### src/sv/fvcr_pkg.sv
// ---------------------------------------------------------------------------
// fvcr_pkg: shared types and constants of the framed valve command receiver
// Frame status codes, parser states, register indexes and the result record.
// ---------------------------------------------------------------------------
package fvcr_pkg;

   localparam int unsigned BYTE_W   = 8;
   localparam int unsigned VALVE_W  = 7;
   localparam int unsigned STATUS_W = 2;
   localparam int unsigned CSR_IDX_W = 1;

   localparam logic [BYTE_W-1:0] START_BYTE_RESET  = 8'h23;
   localparam logic [BYTE_W-1:0] DEVICE_ADDR_RESET = 8'hBB;

   // register indexes on the csr port
   localparam logic [CSR_IDX_W-1:0] CSR_START_BYTE  = 1'b0;
   localparam logic [CSR_IDX_W-1:0] CSR_DEVICE_ADDR = 1'b1;

   typedef enum logic [STATUS_W-1:0] {
      STATUS_NONE     = 2'd0,
      STATUS_ACCEPTED = 2'd1,
      STATUS_BAD_SUM  = 2'd2,
      STATUS_BAD_ADDR = 2'd3
   } status_type;

   // one-hot position within a frame
   typedef enum logic [4:0] {
      POS_WAIT = 5'b00001,
      POS_ADDR = 5'b00010,
      POS_CMD  = 5'b00100,
      POS_DATA = 5'b01000,
      POS_SUM  = 5'b10000
   } pos_type;

   typedef struct packed {
      status_type         status;
      logic [VALVE_W-1:0] valves;
      logic               motor_run;
      logic               led;
   } result_type;

endpackage

### src/sv/fvcr_parser.sv
// ---------------------------------------------------------------------------
// fvcr_parser: frame parser and output latches
// Tracks the frame position and checksum, and produces the status and held
// outputs for the byte presented on rx_byte.
// ---------------------------------------------------------------------------
module fvcr_parser (
   input  logic                         clock,
   input  logic                         reset,
   input  logic                         accept,
   input  logic [fvcr_pkg::BYTE_W-1:0]  rx_byte,
   input  logic [fvcr_pkg::BYTE_W-1:0]  start_byte,
   input  logic [fvcr_pkg::BYTE_W-1:0]  device_address,
   output fvcr_pkg::result_type         result
);

   fvcr_pkg::pos_type               pos_ff, pos_in;
   logic [fvcr_pkg::BYTE_W-1:0]     xor_ff, xor_in;
   logic [fvcr_pkg::BYTE_W-1:0]     addr_ff, addr_in;
   logic [fvcr_pkg::BYTE_W-1:0]     cmd_ff, cmd_in;
   logic [fvcr_pkg::VALVE_W-1:0]    valve_ff, valve_in;
   logic                            run_ff, run_in;
   logic                            led_ff, led_in;
   fvcr_pkg::status_type            status;

   always_comb begin
      pos_in   = pos_ff;
      xor_in   = xor_ff;
      addr_in  = addr_ff;
      cmd_in   = cmd_ff;
      valve_in = valve_ff;
      run_in   = run_ff;
      led_in   = led_ff;
      status   = fvcr_pkg::STATUS_NONE;
      unique case (pos_ff)
         fvcr_pkg::POS_ADDR: begin
            addr_in = rx_byte;
            xor_in  = xor_ff ^ rx_byte;
            pos_in  = fvcr_pkg::POS_CMD;
         end
         fvcr_pkg::POS_CMD: begin
            cmd_in = rx_byte;
            xor_in = xor_ff ^ rx_byte;
            pos_in = fvcr_pkg::POS_DATA;
         end
         fvcr_pkg::POS_DATA: begin
            xor_in = xor_ff ^ rx_byte;
            pos_in = fvcr_pkg::POS_SUM;
         end
         fvcr_pkg::POS_SUM: begin
            pos_in = fvcr_pkg::POS_WAIT;
            if (addr_ff != device_address) begin
               status = fvcr_pkg::STATUS_BAD_ADDR;
            end else if (rx_byte != xor_ff) begin
               status = fvcr_pkg::STATUS_BAD_SUM;
            end else begin
               status   = fvcr_pkg::STATUS_ACCEPTED;
               valve_in = cmd_ff[fvcr_pkg::VALVE_W-1:0];
               run_in   = cmd_ff[fvcr_pkg::BYTE_W-1];
               led_in   = ~led_ff;
            end
         end
         default: begin
            // waiting, or an illegal code: hunt for the start byte
            if (rx_byte == start_byte) begin
               xor_in = start_byte;
               pos_in = fvcr_pkg::POS_ADDR;
            end else begin
               pos_in = fvcr_pkg::POS_WAIT;
            end
         end
      endcase
   end

   always_ff @(posedge clock) begin
      if (reset) begin
         pos_ff   <= fvcr_pkg::POS_WAIT;
         xor_ff   <= '0;
         addr_ff  <= '0;
         cmd_ff   <= '0;
         valve_ff <= '0;
         run_ff   <= 1'b0;
         led_ff   <= 1'b0;
      end else if (accept) begin
         pos_ff   <= pos_in;
         xor_ff   <= xor_in;
         addr_ff  <= addr_in;
         cmd_ff   <= cmd_in;
         valve_ff <= valve_in;
         run_ff   <= run_in;
         led_ff   <= led_in;
      end
   end

   assign result.status    = status;
   assign result.valves    = valve_in;
   assign result.motor_run = run_in;
   assign result.led       = led_in;

endmodule

### src/sv/framed_valve_command_receiver.sv
// ---------------------------------------------------------------------------
// framed_valve_command_receiver: serial valve command frame receiver
// Parses start/address/command/data/checksum frames byte by byte and drives
// the valve, motor-run and activity LED outputs.
// ---------------------------------------------------------------------------
//
//  channel  direction  payload                                 handshake
//  req_     in         rx_byte                                 tvalid/tready
//  rsp_     out        frame_status, valves, motor_run, led    tvalid/tready
//  csr_     in         start_byte (0), device_address (1)      we only
//
//  One byte per cycle while rsp_ does not stall: each transfer on req_ is
//  parsed in the cycle it is taken and its result lands in the rsp_ register
//  at the same edge. The single output register sets the throughput.
//  req_tready stays high while the output register is empty or being drained,
//  so a stall on rsp_ holds exactly one result and back-pressures req_.
//  Synchronous reset clears the parser to the waiting state, all valves off,
//  motor flag and LED low, and restores the register defaults.
//
module framed_valve_command_receiver (
   input  logic        clock,
   input  logic        reset,
   // request stream
   input  logic        req_tvalid,
   output logic        req_tready,
   input  logic [7:0]  req_tdata,   // [7:0] rx_byte
   // response stream
   output logic        rsp_tvalid,
   input  logic        rsp_tready,
   output logic [15:0] rsp_tdata,   // [1:0] frame_status, [8:2] valve_outputs,
                                    // [9] motor_run, [10] activity_led, rest 0
   // configuration writes
   input  logic        csr_we,
   input  logic [fvcr_pkg::CSR_IDX_W-1:0] csr_index,
   input  logic [7:0]  csr_wdata
);

   logic [fvcr_pkg::BYTE_W-1:0] start_byte_ff;
   logic [fvcr_pkg::BYTE_W-1:0] device_addr_ff;
   logic                        rsp_valid_ff;
   logic [15:0]                 rsp_data_ff, rsp_data_in;
   logic                        req_xfer;
   fvcr_pkg::result_type        result;

   // accept a byte whenever the output slot is free or drains this cycle
   assign req_tready = ~rsp_valid_ff | rsp_tready;
   assign req_xfer   = req_tvalid & req_tready;

   // configuration registers: no read-back
   always_ff @(posedge clock) begin
      if (reset) begin
         start_byte_ff  <= fvcr_pkg::START_BYTE_RESET;
         device_addr_ff <= fvcr_pkg::DEVICE_ADDR_RESET;
      end else if (csr_we) begin
         unique case (csr_index)
            fvcr_pkg::CSR_START_BYTE:  start_byte_ff  <= csr_wdata;
            fvcr_pkg::CSR_DEVICE_ADDR: device_addr_ff <= csr_wdata;
            default: ;
         endcase
      end
   end

   fvcr_parser u_parser (
      .clock          (clock),
      .reset          (reset),
      .accept         (req_xfer),
      .rx_byte        (req_tdata),
      .start_byte     (start_byte_ff),
      .device_address (device_addr_ff),
      .result         (result)
   );

   // pack the result, first field in the lowest bits
   assign rsp_data_in = {5'b0, result.led, result.motor_run, result.valves,
                         result.status};

   // output register: load on a request transfer, drop valid once taken
   always_ff @(posedge clock) begin
      if (reset) begin
         rsp_valid_ff <= 1'b0;
      end else if (req_xfer) begin
         rsp_valid_ff <= 1'b1;
      end else if (rsp_tready) begin
         rsp_valid_ff <= 1'b0;
      end
   end

   always_ff @(posedge clock) begin
      if (req_xfer) begin
         rsp_data_ff <= rsp_data_in;
      end
   end

   assign rsp_tvalid = rsp_valid_ff;
   assign rsp_tdata  = rsp_data_ff;

endmodule
### config.mk
export PLATFORM = sky130hd
export DESIGN_NAME = framed_valve_command_receiver
export DESIGN_NICKNAME = d
export VERILOG_FILES = /design/src/sv/fvcr_pkg.sv /design/src/sv/fvcr_parser.sv /design/src/sv/framed_valve_command_receiver.sv
export SDC_FILE = /design/constraint.sdc
export NUM_CORES = 1
export LEC_CHECK = 0
export BUFFER_PORTS_ARGS = -buffer_cell sky130_fd_sc_hd__buf_2
export CAP_MARGIN = 20
export CORE_ASPECT_RATIO = 1.25
export CORE_MARGIN = 4
export CORE_UTILIZATION = 55
export DETAILED_ROUTE_END_ITERATION = 10
export PLACE_DENSITY = 0.83
export SLEW_MARGIN = 10
export SYNTH_ARGS = -nofsm -noshare
export SYNTH_HDL_FRONTEND = slang
export SYNTH_SLANG_ARGS = --single-unit
### constraint.sdc
create_clock -name clock -period 3.3 [get_ports clock]
set_clock_uncertainty 0.1 [all_clocks]
set_input_delay 0.33 -clock clock [delete_from_list [all_inputs] [get_ports clock]]
set_output_delay 0.33 -clock clock [all_outputs]
set_load 0.05 [all_outputs]
After elaboration in Yosys (flattened, before gate mapping)
Index checks and enable logic that the tools add are counted.

Reductions and logical operators: 8. Equality and inequality tests: 7. Mux-type cells: 17. Bitwise operators: 7.

Operators by type and width (count): 7-bit two-way mux (3); 5-bit one-hot mux with 4 select lines (1); 8-bit != test (2); 8-bit one-hot mux with 2 select lines (1); 8-bit equality test (1); 1-bit two-way mux (8); 8-bit two-way mux (1); 2-bit AND reduction (4); 8-bit XOR (1); 2-bit two-way mux (3); 5-bit by 2-bit equality test with 1-bit output, second input constant (1); 5-bit by 3-bit equality test with 1-bit output, second input constant (1); 5-bit by 4-bit equality test with 1-bit output, second input constant (1); 5-bit equality test, second input constant (1); 1-bit inverter (4); 2-bit nonzero test (2); 3-bit AND reduction (1); 3-bit OR reduction (1); 1-bit AND (1); 1-bit OR (1).

Register bits: 66. Bits of input ports: 22. Output and inout bits: 18. Logic and storage cells: 51.

Longest topological paths before layout
Gate-level depths: netlist of run 1.

Word-level depth: 4. Gate-level depth with buffers: 7. Mapped depth without buffers: 6.

Cells and area by module
A second synthesis of run 1 with hierarchy kept.

Cell total of the unflattened synthesis: 320. Area total of the unflattened synthesis: 3258.1 um2.

Modules (own cells, without submodules): fvcr_parser (cells each 232, seq. area each 760.7 um2, times used 1, area each 2179.6 um2); framed_valve_command_receiver (cells each 88, seq. area each 670.6 um2, times used 1, area each 1078.5 um2).

Worst setup path before layout of run 1
Ideal clock, no wire load.

Kind: flip-flop to flip-flop. Start point: register rsp_valid_ff, in the netlist rsp_tvalid. End point: register u_parser.led_ff. Setup time: 0.121 ns. Arrival time: 2.269 ns. Setup slack: 0.810 ns. Path buffers: 1. Stages on the path, launching flop included: 8. Clock period less this slack: 2.490 ns. Data required time: 3.079 ns. Cells stage by stage: dfxtp_1 > nor2b_1 > inv_1 > nand2_1 > inv_1 > and3b_2 > buf_6 > mux2_4.

Longest elaborated chain between the ends: 3.

Ends and longest elaborated chain: start: declaration (RTL line framed_valve_command_receiver.sv:40) `logic rsp_valid_ff;`; start signal: assignment (RTL line framed_valve_command_receiver.sv:80) `rsp_valid_ff <= 1'b0;`; start signal: assignment (RTL line framed_valve_command_receiver.sv:82) `rsp_valid_ff <= 1'b1;`; start signal: assignment (RTL line framed_valve_command_receiver.sv:84) `rsp_valid_ff <= 1'b0;`; 1-bit inverter (RTL line framed_valve_command_receiver.sv:46) `assign req_tready = ~rsp_valid_ff | rsp_tready;`; 1-bit OR (RTL line framed_valve_command_receiver.sv:46); via req_tready (RTL line framed_valve_command_receiver.sv:25) `output logic req_tready,`; 1-bit AND (RTL line framed_valve_command_receiver.sv:47) `assign req_xfer = req_tvalid & req_tready;`; via req_xfer (RTL line framed_valve_command_receiver.sv:42) `logic req_xfer;`; end signal: assignment (RTL line fvcr_parser.sv:90) `led_ff <= led_in;`; end: declaration (RTL line fvcr_parser.sv:22) `logic led_ff, led_in;`.

The timed path passes the listed nets, and every way through them passes these cells. A chain may end at the register's enable or synchronous reset.

Worst setup path in the final report of run 1
Start point: register u_parser.pos_ff[1]. End point: register u_parser.xor_ff[7] (netlist bit).

Longest elaborated chain between the ends: 4. Elaborated cells between the ends (all ways): 9. Those cells by class: eq/ne: 4; mux: 1; bitwise: 1; reduce/logical: 3.

Ends and longest elaborated chain: start: declaration (RTL line fvcr_parser.sv:16) `fvcr_pkg::pos_type pos_ff, pos_in;`; start signal: assignment (RTL line fvcr_parser.sv:76) `pos_ff <= fvcr_pkg::POS_WAIT;`; start signal: assignment (RTL line fvcr_parser.sv:84) `pos_ff <= pos_in;`; 5-bit by 2-bit equality test with 1-bit output (tied with other cells) (RTL line fvcr_parser.sv:34) `unique case (pos_ff)`; 3-bit OR reduction (no source line); 2-bit nonzero test (no source line); 3-bit AND reduction (no source line); end signal: assignment (RTL line fvcr_parser.sv:85) `xor_ff <= xor_in;`; end: declaration (RTL line fvcr_parser.sv:17) `logic [fvcr_pkg::BYTE_W-1:0] xor_ff, xor_in;`.

Parallel ways exist; a longest one is shown, timed or not.

==> summary.txt, run 1 <==
Run status
  • Status: completed

Worst setup path
  • Crit Reg-Reg Startpoint: u_parser.pos_ff[1]
  • Worst EP arrival: 2.49 ns
  • Crit path cell chain: xor2_1 > o211ai_2 > o21a_1 > nand2b_1 > o31ai_1
  • Crit path largest cell delay: slightly above 0.7 ns
  • Terminus of the critical flop-to-flop path: u_parser.xor_ff[7]
  • Worst Setup End Kind: flop
  • Crit-path max FO: 26
  • Critical path startpoint category: flop
  • CP required: 3.39 ns
  • Reg2Reg Setup Slack: 0.90 ns
  • Worst Path Class, Setup: flop to flop
  • CP max-delay cell: o211ai_2
  • Reg2reg path depth: 5

Cells and area
  • Fill cells: 417
  • Final nets: 374
  • Syn-to-layout area delta: 14.4%
  • Layout cells sized above 1: 19.3%
  • Number of diodes: 0
  • Post-route cell area: about 3600 um^2
  • Non-filler cells, final: around 420

Timing
  • Final setup fails: 0
  • Worst-margin pin slew: between 0.9 and 1 ns
  • Unrepaired setup endpoints after global routing: false
  • Total Neg Setup Slack: 0 ns
  • Tmin final: between 2 and 2.5 ns
  • Max-Slew Margin vs Limit: between 30% and 40%
  • Min Hold Slack: between 0.1 and 0.15 ns
  • Fmax: 417 MHz
  • Fin. max-slew vios: 0
  • Fin. Hold Viols: 0
  • Part of the cycle the worst path needs: 72.6%

Power and ir drop
  • Power density over cell area: 530 nW/um^2
  • Sw frac: between 20% and 30%
  • Clock power share: between 40% and 50%
  • Sequential power share: roughly 45%
  • Leakage power figure: 1.32 nW
  • Gate power share: 7.8%
  • Pwr Total: 1.88 mW
  • Max IR drop VDD: between 0.3 and 0.4 mV
  • Internal power: roughly 1.5 mW
  • Net Sw Power: a little over 400 uW

Placed design
  • Post-DP HPWL: 4420 um
  • Buffers on Ports: 34
  • Post-DP Area: 3290 um^2
  • Placed Cells: 405
  • Global placer's final weighted congestion: 0.817

Floorplanning
  • I/O pins: 40
  • Starting density of the core: 57.1%
  • FP Rows: 30
  • Die Y-Extent: 92.0 um
  • Total Die Area: a little under 7000 um^2
  • Core area: 5440 um^2
  • Die X-Extent: 75.2 um

Logic synthesis
  • Sequential share of the synthesized area: 46.1%
  • Simple-gate share of the synthesized area: about a fifth
  • XOR/XNOR Fraction of Synth Area: under 10%
  • Post-synth top area share: 35.5%
  • Biggest area consumer among synthesized cells: dfxtp_1
  • Mean post-synth cell area: 9.58 um^2
  • Largest family of logic cells by synthesized area: simple AND/OR/NAND/NOR gates
  • Synth Area in Adders: 0%
  • Synth Register Bits: 66
  • Area contributors post-synth: dfxtp_1, edfxtp_1, mux2i_1
  • Post-Syn Area: just over 3000 um^2
  • Compound-cell area share of the yosys netlist: 11.2%
  • Synth unique cells: 37
  • Yosys warns: 0
  • Mapped Cells: 324
  • Mux cell area share after synthesis: about 11%

Hold path
  • Hold Crit Endpoint: start_byte_ff[0]
  • WHS Path Cells: 3
  • Hold Path Class: input pin to flop
  • Worst hold start: csr_wdata[0]

Drt
  • Total number of vias: between 2000 and 2500
  • Iter 0 DRT Violations: 111
  • Via density: 5.46
  • Total wire length: 6130 um
  • Final ANT Viol Nets: 0
  • DRC Markers: 0
  • Wire length per cell: between 10 and 15 um
  • DRT Pass-1 Iters: 5

Clock tree
  • Clock Sinks: 66
  • Post-CTS Hold Buffers: 0
  • Setup Fix Bufs, Post-CTS: 0
  • Worst skew pair latency: 0.33 ns
  • Inserted Clock Buffers: 9
  • Resized Gates After CTS: 0
  • Clk buf depth: 2
  • Reg clk slew, reported paths: about 0.070 ns
  • CTS tree: yes
  • H-tree depth: 3
  • Clock root buffer: clkbuf_8

Global routing
  • First-pass GRT wire length: 9980 um
  • Largest net degree at the start of global routing: 51
  • Total GRT Usage: 18.8%
  • Antenna violations before repair: 0
  • GRT overflow: 0
  • Vias in the first global route: 2129

Job
  • Max cap viols: 0
## Yosys cell counts, drive strengths merged
library cell	instances
and3	6
and4bb	1
edfxtp	11
a21oi	20
nand4	5
a21o	1
nor2	23
nand2	25
xnor2	17
nand3	3
clkbuf	12
o211ai	1
mux2i	24
a211oi	1
o31ai	8
and3b	1
a32oi	1
dfxtp	55
nand2b	21
o21a	1
inv	5
buf	12
mux2	9
or2	1
conb	1
nor3b	8
xor2	9
o21ai	17
nand3b	3
a211o	6
nor4	5
nor2b	11
## layer usage
layer,track usage (%),wire length (um),vias up,share of wire (%)
li1,-,-,1165,-
met1,22.8,2610,1065,43
met2,31.4,3090,58,50
met3,3.95,293,12,4.8
met4,7.87,130,0,2.1
met5,0,0,-,0
## logic make-up (layout without fill, tap and decap cells)
family | after synthesis | in the layout
XOR/XNOR | 26 | 26
multiplexers | 33 | 33
other | 1 | 5
AND/OR/NAND/NOR | 113 | 113
flip-flops | 66 | 66
buffers and inverters | 29 | 58
AO/OA/AOI/OAI | 56 | 56
## power groups by stage
stage | sequential [mW] | clock (mW) | combinational [mW]
floorplan | 0.887 | 0 | 0.0851
global placement | 0.864 | 0 | 0.144
detailed placement | 0.865 | 0 | 0.147
CTS | 0.847 | 0.903 | 0.147
global route | 0.848 | 0.947 | 0.160
finish | 0.847 | 0.891 | 0.146
## cell type report
class | count | area (um^2) | share of cell area, %
multi-input cells | 233 | 1560 | 44.0
flip-flops and latches | 66 | 1430 | 40.3
repair buffers | 37 | 193 | 5.42
clock buffers | 11 | 141 | 3.98
clock inverters | 5 | 125 | 3.52
well taps | 64 | 80.1 | 2.25
inverters | 5 | 18.8 | 0.528
## sequential cells by signal, indices dropped and copies added, names as in the netlist, 5 cells and up
| signal | flops |
|---|---|
| u_parser.addr_ff | 8 |
| device_addr_ff | 8 |
| u_parser.pos_ff | 5 |
| u_parser.valve_ff | 7 |
| rsp_tdata | 11 |
| u_parser.xor_ff | 8 |
| start_byte_ff | 8 |
| u_parser.cmd_ff | 8 |
## worst max-delay path, delay by kind of cell, from the launching register on
kind / cells / cell delay (ns)
xor+xnor: 1 / 0.19
compound gates: 3 / 1.23
flops: 1 / 0.37
simple gates: 1 / 0.37
## cell usage in the layout (no fill, tap or decap), types with 6 or more instances in the layout
cell type	synthesis	layout
a211o_1	6	6
a21oi_1	20	20
and3_1	6	6
buf_2	3	34
clkbuf_8	0	10
dfxtp_1	55	55
edfxtp_1	11	11
mux2_2	8	8
mux2i_1	24	24
nand2_1	25	25
nand2b_1	21	21
nor2_1	23	23
nor2b_1	11	11
nor3b_1	8	8
o21ai_0	17	17
o31ai_1	8	8
xnor2_1	17	17
xor2_1	9	9
## how the worst max path moves through the flow
| stage | startpoint | end | cells past startpoint |
|---|---|---|---|
| 2_1_floorplan | rsp_tvalid | u_parser.led_ff | 7 |
| 3_3_place_gp | req_tdata[1] | rsp_tdata[5] | 6 |
| 3_5_place_dp | req_tdata[1] | rsp_tdata[5] | 6 |
| 4_1_cts | u_parser.pos_ff[1] | u_parser.xor_ff[7] | 5 |
| 5_1_grt | u_parser.pos_ff[1] | u_parser.xor_ff[2] | 5 |
| 6_report | u_parser.pos_ff[1] | u_parser.xor_ff[7] | 5 |
## per-stage QoR
step / worst slack [ns] / utilization (%)
6_report: 0.904 / 65.3
3_3_place_gp: 0.841 / 60.4
5_1_grt: 0.706 / 65.3
3_5_place_dp: 0.813 / 60.4
2_1_floorplan: 0.810 / -
4_1_cts: 0.931 / 65.3
No activity file was read; power rests on OpenSTA's default activity.
==> run 2, diff against run 1 <==
- CORE_UTILIZATION: 55 -> 52
- clock period: 3.3 -> 2.2 ns (I/O delays scaled with it)
==> run 2 against run 1 <==
Combinational power rose by 63%. Hold slack got worse by 0.089 ns. Cell count rose by 4.3%. Sequential cell count did not move. Via count rose by 2.9%. Total power rose by 36%. Wire length rose by 2.1%. Critical endpoint is now rsp_tdata[8].
==> summary.txt, run 2 (synthesis gave the netlist of run 1 again) <==
Run status
  • Status: completed (unchanged)

Drt
  • Iter 0 DRT Violations: 103 (was 111)
  • Final ANT Viol Nets: 0 (unchanged)
  • Total wire length: 6260 um (was 6130 um)
  • DRT Pass-1 Iters: 4 (was 5)
  • Total number of vias: 2367 (was 2300)
  • DRC Markers: 0 (unchanged)
  • Via density: 5.39 (was 5.46)
  • Wire length per cell: 14.3 um (was 14.6 um)

Timing
  • Max-Slew Margin vs Limit: 62.6% (was 39.8%)
  • Fmax: 487 MHz (was 417 MHz)
  • Part of the cycle the worst path needs: 93.3% (was 72.6%)
  • Setup WS post-layout: 0.146 ns (was 0.904 ns)
  • Total Neg Setup Slack: 0 ns (unchanged)
  • Fin. max-slew vios: 0 (unchanged)
  • Tmin final: 2.05 ns (was 2.40 ns)
  • Final setup fails: 0 (unchanged)
  • Worst-margin pin slew: 0.555 ns (was 0.900 ns)
  • Fin. Hold Viols: 0 (unchanged)
  • Unrepaired setup endpoints after global routing: false (unchanged)

Floorplanning
  • Die X-Extent: 77.1 um (was 75.2 um)
  • I/O pins: 40 (unchanged)
  • Starting density of the core: 53.7% (was 57.1%)
  • FP Rows: 31 (was 30)
  • Total Die Area: 7280 um^2 (was 6920 um^2)
  • Core area: 5780 um^2 (was 5440 um^2)
  • Die Y-Extent: 94.4 um (was 92.0 um)

Cells and area
  • FF/Latch Area: 1430 um^2 (about the same)
  • Number of diodes: 0 (unchanged)
  • Most frequent cells in the layout: dfxtp_1, buf_2, nand2_1, mux2i_1, nor2_1 (unchanged)
  • Area of the multi-input gates: 1570 um^2 (was 1560 um^2)
  • Fill cells: 479 (was 417)
  • Syn-to-layout area delta: 17.4% (was 14.4%)
  • Layout cells sized above 1: 23.3% (was 19.3%)
  • Post-route cell area: 3650 um^2 (was 3550 um^2)
  • Non-filler cells, final: 439 (was 421)
  • Max reg flops: 11 (unchanged)
  • Most common cell after layout, fill and taps aside: dfxtp_1 (unchanged)
  • Final nets: 390 (was 374)

Clock tree
  • Clock Sinks: 66 (unchanged)
  • Worst skew pair latency: 0.34 ns (was 0.33 ns)
  • Setup Fix Bufs, Post-CTS: 0 (unchanged)
  • Clock root buffer: clkbuf_8 (unchanged)
  • Inserted Clock Buffers: 9 (unchanged)
  • H-tree depth: 3 (unchanged)
  • CTS tree: yes (unchanged)
  • Clk buf depth: 2 (unchanged)
  • Reg clk slew, reported paths: 0.07 ns (about the same)

Worst setup path
  • Worst Setup End Kind: flop (unchanged)
  • CP required: 2.19 ns (was 3.39 ns)
  • Crit Reg-Reg Startpoint: u_parser.xor_ff[7] (was u_parser.pos_ff[1])
  • Critical path startpoint category: flop (unchanged)
  • Crit-path max FO: 9 (was 26)
  • Worst EP arrival: 2.04 ns (was 2.49 ns)
  • Worst Path Class, Setup: flop to flop (unchanged)
  • Reg2Reg Setup Slack: 0.15 ns (was 0.90 ns)
  • Terminus of the critical flop-to-flop path: rsp_tdata[8] (was u_parser.xor_ff[7])
  • CP Capture Point: rsp_tdata[8] (was u_parser.xor_ff[7])
  • Reg2reg path depth: 5 (unchanged)
  • Crit. Startpoint: u_parser.xor_ff[7] (was u_parser.pos_ff[1])

Global routing
  • Largest net degree at the start of global routing: 35 (was 51)
  • First-pass GRT wire length: 10500 um (was 9980 um)
  • Vias in the first global route: 2270 (was 2129)
  • Total GRT Usage: 18.4% (was 18.8%)
  • Antenna violations before repair: 0 (unchanged)
  • GRT overflow: 0 (unchanged)

Placed design
  • Buffers on Ports: 34 (unchanged)
  • Post-DP HPWL: 4570 um (was 4420 um)
  • Placed Cells: 421 (was 405)
  • Pre-CTS WS: 0.0472 ns (was 0.813 ns)
  • Global placer's final weighted congestion: 0.804 (was 0.817)
  • Post-DP Area: 3410 um^2 (was 3290 um^2)

Power and ir drop
  • Max IR drop VDD: 0.442 mV (was 0.364 mV)
  • Leakage power figure: 1.38 nW (was 1.32 nW)
  • Power density over cell area: 703 nW/um^2 (was 530 nW/um^2)

Job
  • Max cap viols: 0 (unchanged)

Hold path
  • Hold Path Class: input pin to flop (unchanged)
## run 2: cell types whose count changed in the layout (fill, tap and decap cells not counted), sizes merged
| cell | change |
|---|---|
| buf | +14 |
| bufinv | -3 |
| clkinv | +3 |
| dlygate4sd3 | +2 |
## run 2: report_power, final
group          leakage (nW)  switching, mW  internal [mW]
registers             0.558         0.0173           1.25
logic                 0.710          0.153         0.0847
clock network         0.114          0.441          0.615
## run 2: worst min path at each step
stage,start,endpoint,depth (start not counted)
after floorplan,csr_wdata[0],start_byte_ff[0],2
after CTS,csr_wdata[1],start_byte_ff[1],3
after detailed placement,csr_wdata[5],start_byte_ff[5],3
after global placement,csr_wdata[0],start_byte_ff[0],3
after global routing,csr_wdata[1],start_byte_ff[1],3
final,csr_wdata[1],start_byte_ff[1],3
## run 2: what timing repair did
| item | in CTS | in global routing |
|---|---|---|
| endpoints found under the setup margin | 0 | 3 |
| resized for setup | 0 | 1 |
| hold buffers | 2 | 0 |
| hold endpoints to repair | 2 | 0 |
## run 2: critical path, stage by stage (launching register included)
cell and delay (ns):
dfxtp_1 0.33, xor2_1 0.17, nor4_1 0.37, and4bb_2 0.34
nand3_4 0.16, mux2_2 0.33
## run 2: per-layer routing
| metal | vias up | wire length [um] | track usage, % |
|---|---|---|---|
| li1 | 1192 | - | - |
| met1 | 1103 | 2770 | 21.4 |
| met2 | 58 | 3060 | 31.4 |
| met3 | 14 | 233 | 3.24 |
| met4 | 0 | 189 | 11.3 |
| met5 | - | 0 | 0 |
## run 2: per-stage QoR
step / utilization (%) / power, mW / hold slack [ns]
floorplan: - / 1.46 / 0.241
global placement: 59.0 / 1.53 / 0.341
detailed placement: 59.0 / 1.53 / 0.349
CTS: 63.0 / 2.59 / 0.00355
global route: 63.1 / 2.66 / 0.0194
finish: 63.1 / 2.56 / 0.0304
## run 2: layout make-up
cell class / instances / area share, %
Multi-Input combinational cell: 233 / 43.1
Sequential cell: 66 / 39.3
Timing Repair Buffer: 53 / 9.06
Clock buffer: 11 / 4.46
Tap cell: 66 / 2.26
Clock inverter: 5 / 1.37
Inverter: 5 / 0.515
